File: src/rtl/mme_pkg.sv
package mme_pkg;

    // Default sizes, handed to the top level parameters.
    localparam int MAX_DIM_DEF    = 8;
    localparam int ELEM_WIDTH_DEF = 16;

    // Fixed field widths of the stream and configuration ports.
    localparam int COUNT_W   = 4;
    localparam int IDX_W     = 3;
    localparam int IN_VAL_W  = 16;
    localparam int OUT_VAL_W = 32;
    localparam int S_DATA_W  = 24;
    localparam int M_DATA_W  = 40;

    // Configuration register indexes.
    localparam logic [1:0] REG_A_ROWS = 2'd0;
    localparam logic [1:0] REG_A_COLS = 2'd1;
    localparam logic [1:0] REG_B_ROWS = 2'd2;
    localparam logic [1:0] REG_B_COLS = 2'd3;

    localparam logic [COUNT_W-1:0] COUNT_RESET = 4'd8;

    // Input item kinds carried on the slave tuser.
    typedef enum logic [1:0] {
        ACT_LOAD_A = 2'd0,
        ACT_LOAD_B = 2'd1,
        ACT_START  = 2'd2
    } action_t;

    // Sequencer states.
    typedef enum logic [1:0] {
        ST_IDLE,
        ST_RUN,
        ST_DRAIN,
        ST_ERROR
    } state_t;

    // Control from the sequencer to the multiply-accumulate unit.
    typedef struct packed {
        logic issue;
        logic first;
    } mac_ctrl_t;

    // A count of zero acts as one, a count above the limit acts as the limit.
    function automatic logic [COUNT_W-1:0] eff_count(input logic [COUNT_W-1:0] count,
                                                     input logic [COUNT_W-1:0] limit);
        logic [COUNT_W-1:0] res;
        res = count;
        if (count == '0)
            res = 4'd1;
        else if (count > limit)
            res = limit;
        return res;
    endfunction

endpackage

File: src/rtl/matrix_multiply_engine_top.sv
// Load items are taken in ST_IDLE, and the block stays idle and ready after each one.
// A start item with matching shapes computes each result element in turn through the
// one shared MAC: inner read/multiply steps in ST_RUN, then ST_DRAIN waits for the RAM
// read, multiply and accumulate registers and a free output register before it is emitted.
// A start item with mismatched shapes goes to ST_ERROR, which emits its error item.
// Reset sets all four counts to 8 and clears the accumulator; stores are undefined.
module matrix_multiply_engine_top #(
    parameter int MAX_DIM    = mme_pkg::MAX_DIM_DEF,
    parameter int ELEM_WIDTH = mme_pkg::ELEM_WIDTH_DEF
) (
    input  logic                          clk,
    input  logic                          rst_n,
    // Configuration write port.
    input  logic                          cfg_we,
    input  logic [1:0]                    cfg_index,
    input  logic [mme_pkg::COUNT_W-1:0]   cfg_data,
    // Input items.
    input  logic                          s_axis_tvalid,
    output logic                          s_axis_tready,
    // tdata: elem_row [2:0], elem_col [5:3], elem_value [21:6], zero fill [23:22]
    input  logic [mme_pkg::S_DATA_W-1:0]  s_axis_tdata,
    // tuser: action [1:0]
    input  logic [1:0]                    s_axis_tuser,
    // Result items.
    output logic                          m_axis_tvalid,
    input  logic                          m_axis_tready,
    // tdata: product_value [31:0], out_row [34:32], out_col [37:35], zero fill [39:38]
    output logic [mme_pkg::M_DATA_W-1:0]  m_axis_tdata,
    output logic                          m_axis_tlast,
    // tuser: shape_error [0]
    output logic                          m_axis_tuser
);

    import mme_pkg::*;

    localparam int DEPTH  = MAX_DIM * MAX_DIM;
    localparam int ADDR_W = (DEPTH > 1) ? $clog2(DEPTH) : 1;
    localparam logic [COUNT_W-1:0] DIM_LIMIT = COUNT_W'(MAX_DIM);
    localparam logic [7:0]         DIM_MUL   = 8'(MAX_DIM);

    state_t state_reg, state_next;

    logic [COUNT_W-1:0] a_rows_reg, a_cols_reg, b_rows_reg, b_cols_reg;
    logic [COUNT_W-1:0] ar, ac, br, bc;

    logic [IDX_W-1:0] i_reg, i_next, j_reg, j_next, k_reg, k_next;

    logic                m_valid_reg, m_valid_next;
    logic [M_DATA_W-1:0] m_data_reg, m_data_next;
    logic                m_last_reg, m_last_next;
    logic                m_err_reg, m_err_next;
    logic                out_free;

    action_t           action;
    logic [IDX_W-1:0]  in_row, in_col;
    logic [IN_VAL_W-1:0] in_value;
    logic              load_ok;
    logic              elem_last;
    logic              k_last;

    logic                  a_wr_en, b_wr_en;
    logic [ADDR_W-1:0]     wr_addr, a_rd_addr, b_rd_addr;
    logic [ELEM_WIDTH-1:0] wr_data, a_rd_data, b_rd_data;
    logic [7:0]            wr_addr_full, a_addr_full, b_addr_full;

    mac_ctrl_t                    mac_ctrl;
    logic                         mac_busy;
    logic signed [OUT_VAL_W-1:0]  mac_result;

    // Field unpacking.
    assign action   = action_t'(s_axis_tuser);
    assign in_row   = s_axis_tdata[2:0];
    assign in_col   = s_axis_tdata[5:3];
    assign in_value = s_axis_tdata[21:6];

    // Effective sizes.
    assign ar = eff_count(a_rows_reg, DIM_LIMIT);
    assign ac = eff_count(a_cols_reg, DIM_LIMIT);
    assign br = eff_count(b_rows_reg, DIM_LIMIT);
    assign bc = eff_count(b_cols_reg, DIM_LIMIT);

    // Configuration registers.
    always_ff @(posedge clk or negedge rst_n)
    begin
        if (!rst_n)
        begin
            a_rows_reg <= COUNT_RESET;
            a_cols_reg <= COUNT_RESET;
            b_rows_reg <= COUNT_RESET;
            b_cols_reg <= COUNT_RESET;
        end
        else if (cfg_we)
        begin
            unique case (cfg_index)
                REG_A_ROWS: a_rows_reg <= cfg_data;
                REG_A_COLS: a_cols_reg <= cfg_data;
                REG_B_ROWS: b_rows_reg <= cfg_data;
                REG_B_COLS: b_cols_reg <= cfg_data;
                default:    a_rows_reg <= a_rows_reg;
            endcase
        end
    end

    // Element width conversion for stored values.
    generate
        if (ELEM_WIDTH >= IN_VAL_W)
        begin : g_wide
            assign wr_data = ELEM_WIDTH'($signed(in_value));
        end
        else
        begin : g_narrow
            assign wr_data = in_value[ELEM_WIDTH-1:0];
        end
    endgenerate

    // Load bounds check against the addressed matrix.
    always_comb
    begin
        if (action == ACT_LOAD_A)
            load_ok = ({1'b0, in_row} < ar) && ({1'b0, in_col} < ac);
        else
            load_ok = ({1'b0, in_row} < br) && ({1'b0, in_col} < bc);
    end

    // Store addresses are row * MAX_DIM + column.
    assign wr_addr_full = 8'(in_row) * DIM_MUL + 8'(in_col);
    assign a_addr_full  = 8'(i_reg) * DIM_MUL + 8'(k_reg);
    assign b_addr_full  = 8'(k_reg) * DIM_MUL + 8'(j_reg);
    assign wr_addr      = wr_addr_full[ADDR_W-1:0];
    assign a_rd_addr    = a_addr_full[ADDR_W-1:0];
    assign b_rd_addr    = b_addr_full[ADDR_W-1:0];

    assign k_last    = ({1'b0, k_reg} + 4'd1) == ac;
    assign elem_last = (({1'b0, i_reg} + 4'd1) == ar) && (({1'b0, j_reg} + 4'd1) == bc);
    assign out_free  = !m_valid_reg || m_axis_tready;

    assign s_axis_tready = (state_reg == ST_IDLE);

    // Next state.
    always_comb
    begin
        state_next = state_reg;
        unique case (state_reg)
            ST_IDLE:
            begin
                if (s_axis_tvalid && action == ACT_START)
                begin
                    if (ac != br)
                        state_next = ST_ERROR;
                    else
                        state_next = ST_RUN;
                end
            end
            ST_RUN:
            begin
                if (k_last)
                    state_next = ST_DRAIN;
            end
            ST_DRAIN:
            begin
                if (!mac_busy && out_free)
                    state_next = elem_last ? ST_IDLE : ST_RUN;
            end
            ST_ERROR:
            begin
                if (out_free)
                    state_next = ST_IDLE;
            end
            default: state_next = ST_IDLE;
        endcase
    end

    // Sequencer outputs and datapath next values.
    always_comb
    begin
        i_next       = i_reg;
        j_next       = j_reg;
        k_next       = k_reg;
        a_wr_en      = 1'b0;
        b_wr_en      = 1'b0;
        mac_ctrl     = '0;
        m_valid_next = m_valid_reg && !m_axis_tready;
        m_data_next  = m_data_reg;
        m_last_next  = m_last_reg;
        m_err_next   = m_err_reg;
        unique case (state_reg)
            ST_IDLE:
            begin
                if (s_axis_tvalid)
                begin
                    unique case (action)
                        ACT_LOAD_A: a_wr_en = load_ok;
                        ACT_LOAD_B: b_wr_en = load_ok;
                        ACT_START:
                        begin
                            i_next = '0;
                            j_next = '0;
                            k_next = '0;
                        end
                        default: k_next = k_reg;
                    endcase
                end
            end
            ST_RUN:
            begin
                mac_ctrl.issue = 1'b1;
                mac_ctrl.first = (k_reg == '0);
                k_next         = k_reg + 3'd1;
            end
            ST_DRAIN:
            begin
                if (!mac_busy && out_free)
                begin
                    m_valid_next = 1'b1;
                    m_data_next  = {2'b00, j_reg, i_reg, mac_result};
                    m_last_next  = elem_last;
                    m_err_next   = 1'b0;
                    k_next       = '0;
                    if (({1'b0, j_reg} + 4'd1) == bc)
                    begin
                        j_next = '0;
                        i_next = i_reg + 3'd1;
                    end
                    else
                    begin
                        j_next = j_reg + 3'd1;
                    end
                end
            end
            ST_ERROR:
            begin
                if (out_free)
                begin
                    m_valid_next = 1'b1;
                    m_data_next  = '0;
                    m_last_next  = 1'b1;
                    m_err_next   = 1'b1;
                end
            end
            default: m_valid_next = m_valid_reg;
        endcase
    end

    // Control registers.
    always_ff @(posedge clk or negedge rst_n)
    begin
        if (!rst_n)
        begin
            state_reg   <= ST_IDLE;
            i_reg       <= '0;
            j_reg       <= '0;
            k_reg       <= '0;
            m_valid_reg <= 1'b0;
        end
        else
        begin
            state_reg   <= state_next;
            i_reg       <= i_next;
            j_reg       <= j_next;
            k_reg       <= k_next;
            m_valid_reg <= m_valid_next;
        end
    end

    // Output payload register.
    always_ff @(posedge clk)
    begin
        m_data_reg <= m_data_next;
        m_last_reg <= m_last_next;
        m_err_reg  <= m_err_next;
    end

    assign m_axis_tvalid = m_valid_reg;
    assign m_axis_tdata  = m_data_reg;
    assign m_axis_tlast  = m_last_reg;
    assign m_axis_tuser  = m_err_reg;

    // Element stores for A and B.
    mme_ram #(
        .WIDTH (ELEM_WIDTH),
        .DEPTH (DEPTH)
    ) u_a_store (
        .clk     (clk),
        .wr_en   (a_wr_en),
        .wr_addr (wr_addr),
        .wr_data (wr_data),
        .rd_addr (a_rd_addr),
        .rd_data (a_rd_data)
    );

    mme_ram #(
        .WIDTH (ELEM_WIDTH),
        .DEPTH (DEPTH)
    ) u_b_store (
        .clk     (clk),
        .wr_en   (b_wr_en),
        .wr_addr (wr_addr),
        .wr_data (wr_data),
        .rd_addr (b_rd_addr),
        .rd_data (b_rd_data)
    );

    // Shared multiply-accumulate unit.
    mme_mac #(
        .ELEM_WIDTH (ELEM_WIDTH)
    ) u_mac (
        .clk    (clk),
        .rst_n  (rst_n),
        .ctrl   (mac_ctrl),
        .a_data (a_rd_data),
        .b_data (b_rd_data),
        .busy   (mac_busy),
        .result (mac_result)
    );

endmodule

File: src/rtl/mme_ram.sv
module mme_ram #(
    parameter int WIDTH = 16,
    parameter int DEPTH = 64,
    localparam int ADDR_W = (DEPTH > 1) ? $clog2(DEPTH) : 1
) (
    input  logic              clk,
    input  logic              wr_en,
    input  logic [ADDR_W-1:0] wr_addr,
    input  logic [WIDTH-1:0]  wr_data,
    input  logic [ADDR_W-1:0] rd_addr,
    output logic [WIDTH-1:0]  rd_data
);

    logic [WIDTH-1:0] mem [DEPTH];

    // One write port and one registered read port.
    always_ff @(posedge clk)
    begin
        if (wr_en)
        begin
            mem[wr_addr] <= wr_data;
        end
        rd_data <= mem[rd_addr];
    end

endmodule

File: src/rtl/mme_mac.sv
module mme_mac #(
    parameter int ELEM_WIDTH = mme_pkg::ELEM_WIDTH_DEF
) (
    input  logic                              clk,
    input  logic                              rst_n,
    input  mme_pkg::mac_ctrl_t                ctrl,
    input  logic signed [ELEM_WIDTH-1:0]      a_data,
    input  logic signed [ELEM_WIDTH-1:0]      b_data,
    output logic                              busy,
    output logic signed [mme_pkg::OUT_VAL_W-1:0] result
);

    import mme_pkg::*;

    localparam int PROD_W = 2 * ELEM_WIDTH;
    localparam int ACC_W  = (PROD_W + 8 > OUT_VAL_W + 1) ? PROD_W + 8 : OUT_VAL_W + 1;

    logic                     issue_d1_reg;
    logic                     first_d1_reg;
    logic                     prod_v_reg;
    logic                     first_d2_reg;
    logic signed [PROD_W-1:0] prod_reg;
    logic signed [ACC_W-1:0]  acc_reg;
    logic signed [ACC_W-1:0]  acc_next;
    logic [ACC_W-OUT_VAL_W:0] upper;

    // Stage valid bits: read data arrives in the cycle after the issue, with issue_d1_reg.
    always_ff @(posedge clk or negedge rst_n)
    begin
        if (!rst_n)
        begin
            issue_d1_reg <= 1'b0;
            first_d1_reg <= 1'b0;
            prod_v_reg   <= 1'b0;
            first_d2_reg <= 1'b0;
            acc_reg      <= '0;
        end
        else
        begin
            issue_d1_reg <= ctrl.issue;
            first_d1_reg <= ctrl.first;
            prod_v_reg   <= issue_d1_reg;
            first_d2_reg <= first_d1_reg;
            acc_reg      <= acc_next;
        end
    end

    // The single multiplier, registered before the add.
    always_ff @(posedge clk)
    begin
        if (issue_d1_reg)
        begin
            prod_reg <= a_data * b_data;
        end
    end

    // Accumulate; the first product of an element restarts the sum.
    always_comb
    begin
        acc_next = acc_reg;
        if (prod_v_reg)
        begin
            if (first_d2_reg)
                acc_next = ACC_W'(prod_reg);
            else
                acc_next = acc_reg + ACC_W'(prod_reg);
        end
    end

    assign busy = issue_d1_reg | prod_v_reg;

    // Saturate the sum to the signed output range.
    assign upper = acc_reg[ACC_W-1:OUT_VAL_W-1];

    always_comb
    begin
        if ((&upper) || !(|upper))
            result = acc_reg[OUT_VAL_W-1:0];
        else if (acc_reg[ACC_W-1])
            result = {1'b1, {(OUT_VAL_W-1){1'b0}}};
        else
            result = {1'b0, {(OUT_VAL_W-1){1'b1}}};
    end

endmodule
File: config.mk
export PLATFORM = sky130hd
export DESIGN_NAME = matrix_multiply_engine_top
export DESIGN_NICKNAME = d
export VERILOG_FILES = /design/src/rtl/mme_pkg.sv /design/src/rtl/matrix_multiply_engine_top.sv /design/src/rtl/mme_ram.sv /design/src/rtl/mme_mac.sv
export SDC_FILE = /design/constraint.sdc
export NUM_CORES = 2
export LEC_CHECK = 0
export BUFFER_PORTS_ARGS = -buffer_cell sky130_fd_sc_hd__buf_2
export CORE_MARGIN = 2
export CORE_UTILIZATION = 50
export CTS_CLUSTER_DIAMETER = 80
export DETAILED_ROUTE_END_ITERATION = 10
export PLACE_DENSITY_LB_ADDON = 0.25
export SLEW_MARGIN = 20
export SYNTH_ARGS = -nofsm -noshare
export SYNTH_HDL_FRONTEND = slang
export SYNTH_SLANG_ARGS = --single-unit
File: constraint.sdc
create_clock -name clk -period 11.1 [get_ports clk]
set_input_delay 2.22 -clock clk [delete_from_list [all_inputs] [get_ports clk]]
set_output_delay 2.22 -clock clk [all_outputs]
set_load 0.03 [all_outputs]
Word level (Yosys, flattened, before mapping). Memories as Yosys holds them, arrays and structs flattened. A register that Yosys moved wholly into a read port is not among the register bits. Cells that the tools add are included.

Add/subtract/negate cells: 10. Multipliers: 1. Magnitude comparators: 8. Eq/ne operators: 19. Muxes and demuxes: 51. Bitwise operators: 1. Reduce and logical (&&, ||, !) cells: 34.

Operator list (number): two-way mux 40 bit (3); one-hot mux 40 bit (2 select lines) (1); two-way mux 32 bit (2); adder 40 x 32 -> 40 bit (1); multiplier 16 x 16 -> 32 bit (1); two-way mux 4 bit (8); two-way mux 3 bit (7); adder 6 x 3 -> 6 bit (3); two-way mux 1 bit (17); > comparator 4 bit, second input constant (4); zero test 4 bit (4); less-than comparator 3 x 4 -> 1 bit (4); adder 3 x 1 -> 4 bit, second input constant (3); equality test 4 bit (3); two-way mux 2 bit (6); one-hot mux 3 bit (2 select lines) (2); AND reduction 4 bit (3); equality test 2 bit, second input constant (5); != test 2 bit, second input constant (5); adder 3 x 1 -> 3 bit, second input constant (3); one-hot mux 3 bit (3 select lines) (1); AND reduction 9 bit (1); OR reduction 9 bit (1); one-hot mux 2 bit (4 select lines) (1); 15 further kinds (35).

Register bits after elaboration: 146. Bits in writable memories: 2048. Input port bits: 37. Word-level logic and storage cells: 144. Memories kept: 2.

Memory list: u_a_store.mem (words 64, bits a word 16, read ports 1, clocked after memory_dff 1, write ports 1, line mme_ram.sv:14) `logic [WIDTH-1:0] mem [DEPTH];`; u_b_store.mem (words 64, bits a word 16, read ports 1, clocked after memory_dff 1, write ports 1, line mme_ram.sv:14).

Logic depth before layout (Yosys ltp).
Depth in word-level cells: 11. Mapped depth: 23.

By module. Synthesis repeated with hierarchy kept, for this count alone.

Cell total of the unflattened synthesis: 5667. Area total of the unflattened synthesis: 98924.9 µm².

Modules (own cells, without submodules): mme_ram (times used 2, cells each 1829, area each 40042.2 µm², sequential area each 31069.8 µm²); mme_mac (times used 1, cells each 1701, area each 15373.5 µm², sequential area each 2062.0 µm²); matrix_multiply_engine_top (times used 1, cells each 308, area each 3467.1 µm², sequential area each 1906.8 µm²).

Least setup slack after synthesis. No wires, ideal clock.

Path type: flip-flop to flip-flop. Start point: register u_b_store.rd_data[7] (read register of u_b_store.mem). End point: register u_mac.prod_reg[27], data pin. Arrival time: 5709 ps. Setup slack: 5132 ps. Cell stages (with the launch flop): 24. Buffers on the path: 1. Path through: dfxtp_1 -> clkbuf_1 -> nand2_1 -> fa_1 -> inv_1 -> fa_1 -> inv_1 -> fa_1 -> inv_1 -> fa_1 -> fa_1 -> inv_1 -> fa_1 -> inv_1 -> ha_1 -> a21oi_1 -> o21ai_0 -> a221oi_1 -> a21oi_1 -> o211ai_1 -> nand2_1 -> or2_2 -> a21oi_1 -> xnor2_1.

Longest elaborated chain between the ends: 1.

RTL lines: start: declaration (line mme_ram.sv:11) `output logic [WIDTH-1:0] rd_data`; multiplier 16 x 16 -> 32 bit (line mme_mac.sv:53) `prod_reg <= a_data * b_data;`; end signal: assignment (line mme_mac.sv:53); end: declaration (line mme_mac.sv:22) `logic signed [PROD_W-1:0] prod_reg;`.

No other way between the ends. A chain may end at the register's enable or synchronous reset.

Worst setup path in the final report.
Start point: register u_b_store.rd_data[2] (read register of u_b_store.mem). End point: register u_mac.prod_reg[28], data pin.

Same word-level chain as after synthesis.

==> metrics.txt <==
# TYPE chip_impl_metric gauge
chip_impl_metric{name="cts.sink_count",unit=""} 2224
chip_impl_metric{name="totalNegativeSetupSlack",unit="ns"} 0
chip_impl_info{name="timing.critical_path.cells",value="nand2_1, fa_1, fa_1, fa_1, inv_1, fa_1, fa_1, inv_1, fa_1, inv_1, ha_1, a21o_1, a21oi_1, o221ai_1, a31oi_1, o211ai_1, a41oi_1, o21bai_1, a21oi_1, xnor2_1"} 1
chip_impl_metric{name="drive_gt1_frac",unit=""} 0.1924
chip_impl_metric{name="number_of_instances_in_the_synthesized_netlist",unit=""} 5610
chip_impl_metric{name="viasPerCell",unit=""} 6.010
chip_impl_metric{name="post-cts-setup-buffers",unit=""} 0
chip_impl_metric{name="dr.first_iter.drc_count",unit=""} 5571
chip_impl_metric{name="synth.area.mux_share",unit=""} 0.1374
chip_impl_metric{name="number_of_i_o_pins",unit=""} 81
chip_impl_metric{name="cts.clk_slew.worst_paths",unit="ns"} 0.06
chip_impl_metric{name="fin_area",unit="um^2"} 108600
chip_impl_metric{name="post-route-period-util",unit=""} 0.6121
chip_impl_metric{name="hold_path_cells",unit=""} 0
chip_impl_metric{name="layout-area-overhead-vs-synth",unit="%"} 11.32
chip_impl_metric{name="setup_viol",unit=""} 0
chip_impl_metric{name="vias",unit=""} 51240
chip_impl_info{name="critPathMostFrequentCell",value="fa_1"} 1
chip_impl_metric{name="die_height",unit="um"} 445.7
chip_impl_metric{name="ant_nets",unit=""} 0
chip_impl_metric{name="synthesis.yosys.warnings",unit=""} 0
chip_impl_metric{name="cts_resized",unit=""} 0
chip_impl_metric{name="cap_viol_max_count",unit=""} 0
chip_impl_metric{name="design.core.area",unit="um^2"} 194400
chip_impl_metric{name="post_cts_hold_buffers",unit=""} 0
chip_impl_metric{name="route.final.wire_length",unit="mm"} 231.7
chip_impl_metric{name="synth.top_cell.area_share",unit=""} 0.6525
chip_impl_metric{name="hold_violations",unit=""} 0
chip_impl_info{name="worst_setup_path_start_kind",value="flop"} 1
chip_impl_metric{name="synthSimpleGateAreaFrac",unit=""} 0.04331
chip_impl_metric{name="grt_overflow",unit=""} 0
chip_impl_metric{name="period_needed",unit="ns"} 6.795
chip_impl_metric{name="drc",unit=""} 0
chip_impl_info{name="synth_top_area_cell",value="edfxtp_1"} 1
chip_impl_metric{name="fmax",unit="GHz"} 0.1472
chip_impl_metric{name="synthArstFlopShare",unit=""} 0.03237
chip_impl_metric{name="design.die.area",unit="um^2"} 198700
chip_impl_metric{name="worstMarginPinSlew",unit="ns"} 1.153
chip_impl_metric{name="worst-endpoint-required",unit="ns"} 11.64
chip_impl_metric{name="post_synth_fa_ha_maj_area_fraction",unit=""} 0.07102
chip_impl_metric{name="effective_utilization_at_floorplan",unit=""} 0.5019
chip_impl_info{name="worstSetupPathType",value="flop to flop"} 1
chip_impl_metric{name="avgSynthCellArea",unit="um^2"} 17.39
chip_impl_metric{name="via_count_of_the_first_global_routing_pass",unit=""} 51840
chip_impl_metric{name="core.rowCount",unit=""} 162
chip_impl_metric{name="yosysSeqAreaShare",unit=""} 0.6776
chip_impl_metric{name="timing_max_transition_violations_final",unit=""} 0
chip_impl_metric{name="die_w",unit="um"} 445.7
chip_impl_metric{name="place_congestion",unit=""} 0.8532
chip_impl_metric{name="synth_edf_count",unit=""} 2120
chip_impl_metric{name="track_usage",unit=""} 0.2342
chip_impl_metric{name="sum_of_net_half_perimeters_after_detailed_placement",unit="mm"} 137.8
chip_impl_info{name="status",value="completed"} 1
chip_impl_metric{name="final_critical_path_setup_slack",unit="ns"} 4.305
chip_impl_metric{name="syn_area",unit="um^2"} 97560
chip_impl_info{name="critPathSlowestCell",value="dfxtp_1"} 1
chip_impl_metric{name="synth_xor_xnor_area_share",unit=""} 0.006464
chip_impl_metric{name="final_net_count",unit=""} 6227
chip_impl_metric{name="grt_start_max_net_pins",unit=""} 139
chip_impl_metric{name="relSlewSlack",unit=""} 0.2317
chip_impl_metric{name="numPortBuffers",unit=""} 76
chip_impl_metric{name="tritoncts.num_buffers",unit=""} 220
chip_impl_metric{name="max_stage_delay",unit="ns"} 0.87
chip_impl_info{name="timing.critical_path.max_delay_family",value="adder cells"} 1
chip_impl_info{name="main_combinational_cell_family_by_area_after_synthesis",value="multiplexers"} 1
chip_impl_metric{name="routed_len_inst",unit="um"} 27.18
chip_impl_info{name="grt_setup_unrepaired",value="false"} 1
chip_impl_info{name="clock-root-buffer",value="clkbuf_16"} 1
chip_impl_info{name="most_frequent_standard_cell_in_the_layout_excluding_fill_and_tap_cells",value="edfxtp_1"} 1
chip_impl_metric{name="synth.ff_latch_count",unit=""} 2224
chip_impl_metric{name="count_of_cell_types_in_the_netlist",unit=""} 69
chip_impl_metric{name="place_ws",unit="ns"} 4.289
chip_impl_info{name="hold_wc_path_type",value="flop to flop"} 1
chip_impl_metric{name="worstSetupPathDepth",unit=""} 20
chip_impl_metric{name="cp_data_arrival_time",unit="ns"} 7.34
chip_impl_metric{name="grt_pass1_wl",unit="mm"} 342.3
chip_impl_metric{name="post_dp_cell_area",unit="um^2"} 101500
chip_impl_metric{name="antenna_found_initial",unit=""} 9
chip_impl_info{name="critical_path.endpoint_type",value="flop"} 1
chip_impl_metric{name="fraction_of_the_mapped_netlist_area_in_compound_gates",unit=""} 0.03967
chip_impl_metric{name="worst_r2r_path_depth",unit=""} 20
chip_impl_info{name="post_synth_main_area_contributors",value="edfxtp_1 65%, mux4_2 11%, fa_1 5.4%, mux2i_1 2.2%, dfrtp_1 1.7%"} 1
chip_impl_metric{name="htree_num_levels",unit=""} 4
chip_impl_metric{name="timing.clock.skew",unit="ns"} 0.1020
chip_impl_info{name="layout.cells.most_common_list",value="2,120 x edfxtp_1, 464 x mux4_2, 330 x inv_1"} 1
chip_impl_metric{name="crit_buf_inv",unit=""} 3
chip_impl_metric{name="finalNonFillerCells",unit=""} 8526
chip_impl_metric{name="worst_skew_pair.late_latency",unit="ns"} 0.89
chip_impl_info{name="synth_top_flop_cell",value="edfxtp_1"} 1
chip_impl_info{name="cts_tree",value="done"} 1
chip_impl_metric{name="dr.pass1.iters",unit=""} 5
chip_impl_metric{name="path_max_fanout",unit=""} 16
chip_impl_metric{name="number_of_placed_cells_counting_well_taps",unit=""} 8113
chip_impl_metric{name="cts_buffer_depth",unit=""} 3
synth_stat cells (21+ instances only):
library cell / instances
edfxtp_1: 2120
mux4_2: 464
inv_1: 330
nor2_1: 319
fa_1: 263
nand2_1: 243
a21oi_1: 219
mux2i_1: 216
clkbuf_1: 196
o21ai_0: 161
ha_1: 133
and2_1: 131
mux2_2: 70
dfrtp_1: 68
buf_2: 54
nor3_1: 51
o221ai_1: 51
xnor2_1: 51
o22ai_1: 50
nand3_1: 37
nor4_1: 37
buf_1: 35
dfxtp_1: 32
nand2b_1: 31
a211oi_1: 25
a21o_1: 24
a31oi_1: 21
xor2_1: 21
cell families (layout without fill, tap and decap cells):
logic type | after synthesis | in the layout
simple gates | 911 | 911
flops | 2224 | 2224
fa+ha+maj | 396 | 396
mux | 750 | 750
other cells | 1 | 8
xor+xnor | 72 | 72
buf+inv | 618 | 985
compound gates | 638 | 638
final timing paths:
check,start,end,slack [ns]
setup / recovery,u_b_store.rd_data[2]$_DFF_P_,u_mac.prod_reg[28]$_DFFE_PP_,4.31
hold / removal,u_mac.first_d1_reg$_DFF_PN0_,u_mac.first_d2_reg$_DFF_PN0_,0.36
max in group asynchronous,rst_n,k_reg[0]$_DFFE_PN0P_,8.72
hold reg to reg,u_mac.first_d1_reg$_DFF_PN0_,u_mac.first_d2_reg$_DFF_PN0_,0.36
setup reg to reg,u_b_store.rd_data[2]$_DFF_P_,u_mac.prod_reg[28]$_DFFE_PP_,4.31
min in group asynchronous,rst_n,u_mac.acc_reg[8]$_DFFE_PN0P_,1.33
routing by layer:
layer  share of wire  routed length, um  GRT usage  up-vias
met3           0.069              15890    0.03499      385
met5         0.00012                 28          0        -
met4           0.027               6349    0.07124        4
met1            0.42              97280     0.3319    26890
met2            0.48             112200     0.3788     1932
li1                -                  -          -    22030
per-stage QoR:
step | utilization | hold WS (ns)
after floorplan | - | 0.3312
after global placement | 0.5221 | 0.3411
after detailed placement | 0.5221 | 0.3433
after CTS | 0.5582 | 0.3572
after global routing | 0.5587 | 0.3747
final | 0.5587 | 0.3553
layout make-up:
| class | count | area, um^2 |
|---|---|---|
| Tap cell | 2542 | 3181 |
| Timing Repair Buffer | 248 | 1797 |
| Clock buffer | 265 | 5768 |
| Clock inverter | 141 | 1266 |
| Inverter | 331 | 1245 |
| Multi-Input combinational cell | 2769 | 29200 |
| Fill cell | 14700 | 85780 |
| Sequential cell | 2224 | 66140 |
| Antenna cell | 6 | 15.01 |
Power is not shown: default switching activity piles up to over one toggle a cycle in this logic, so the estimate is an artifact.
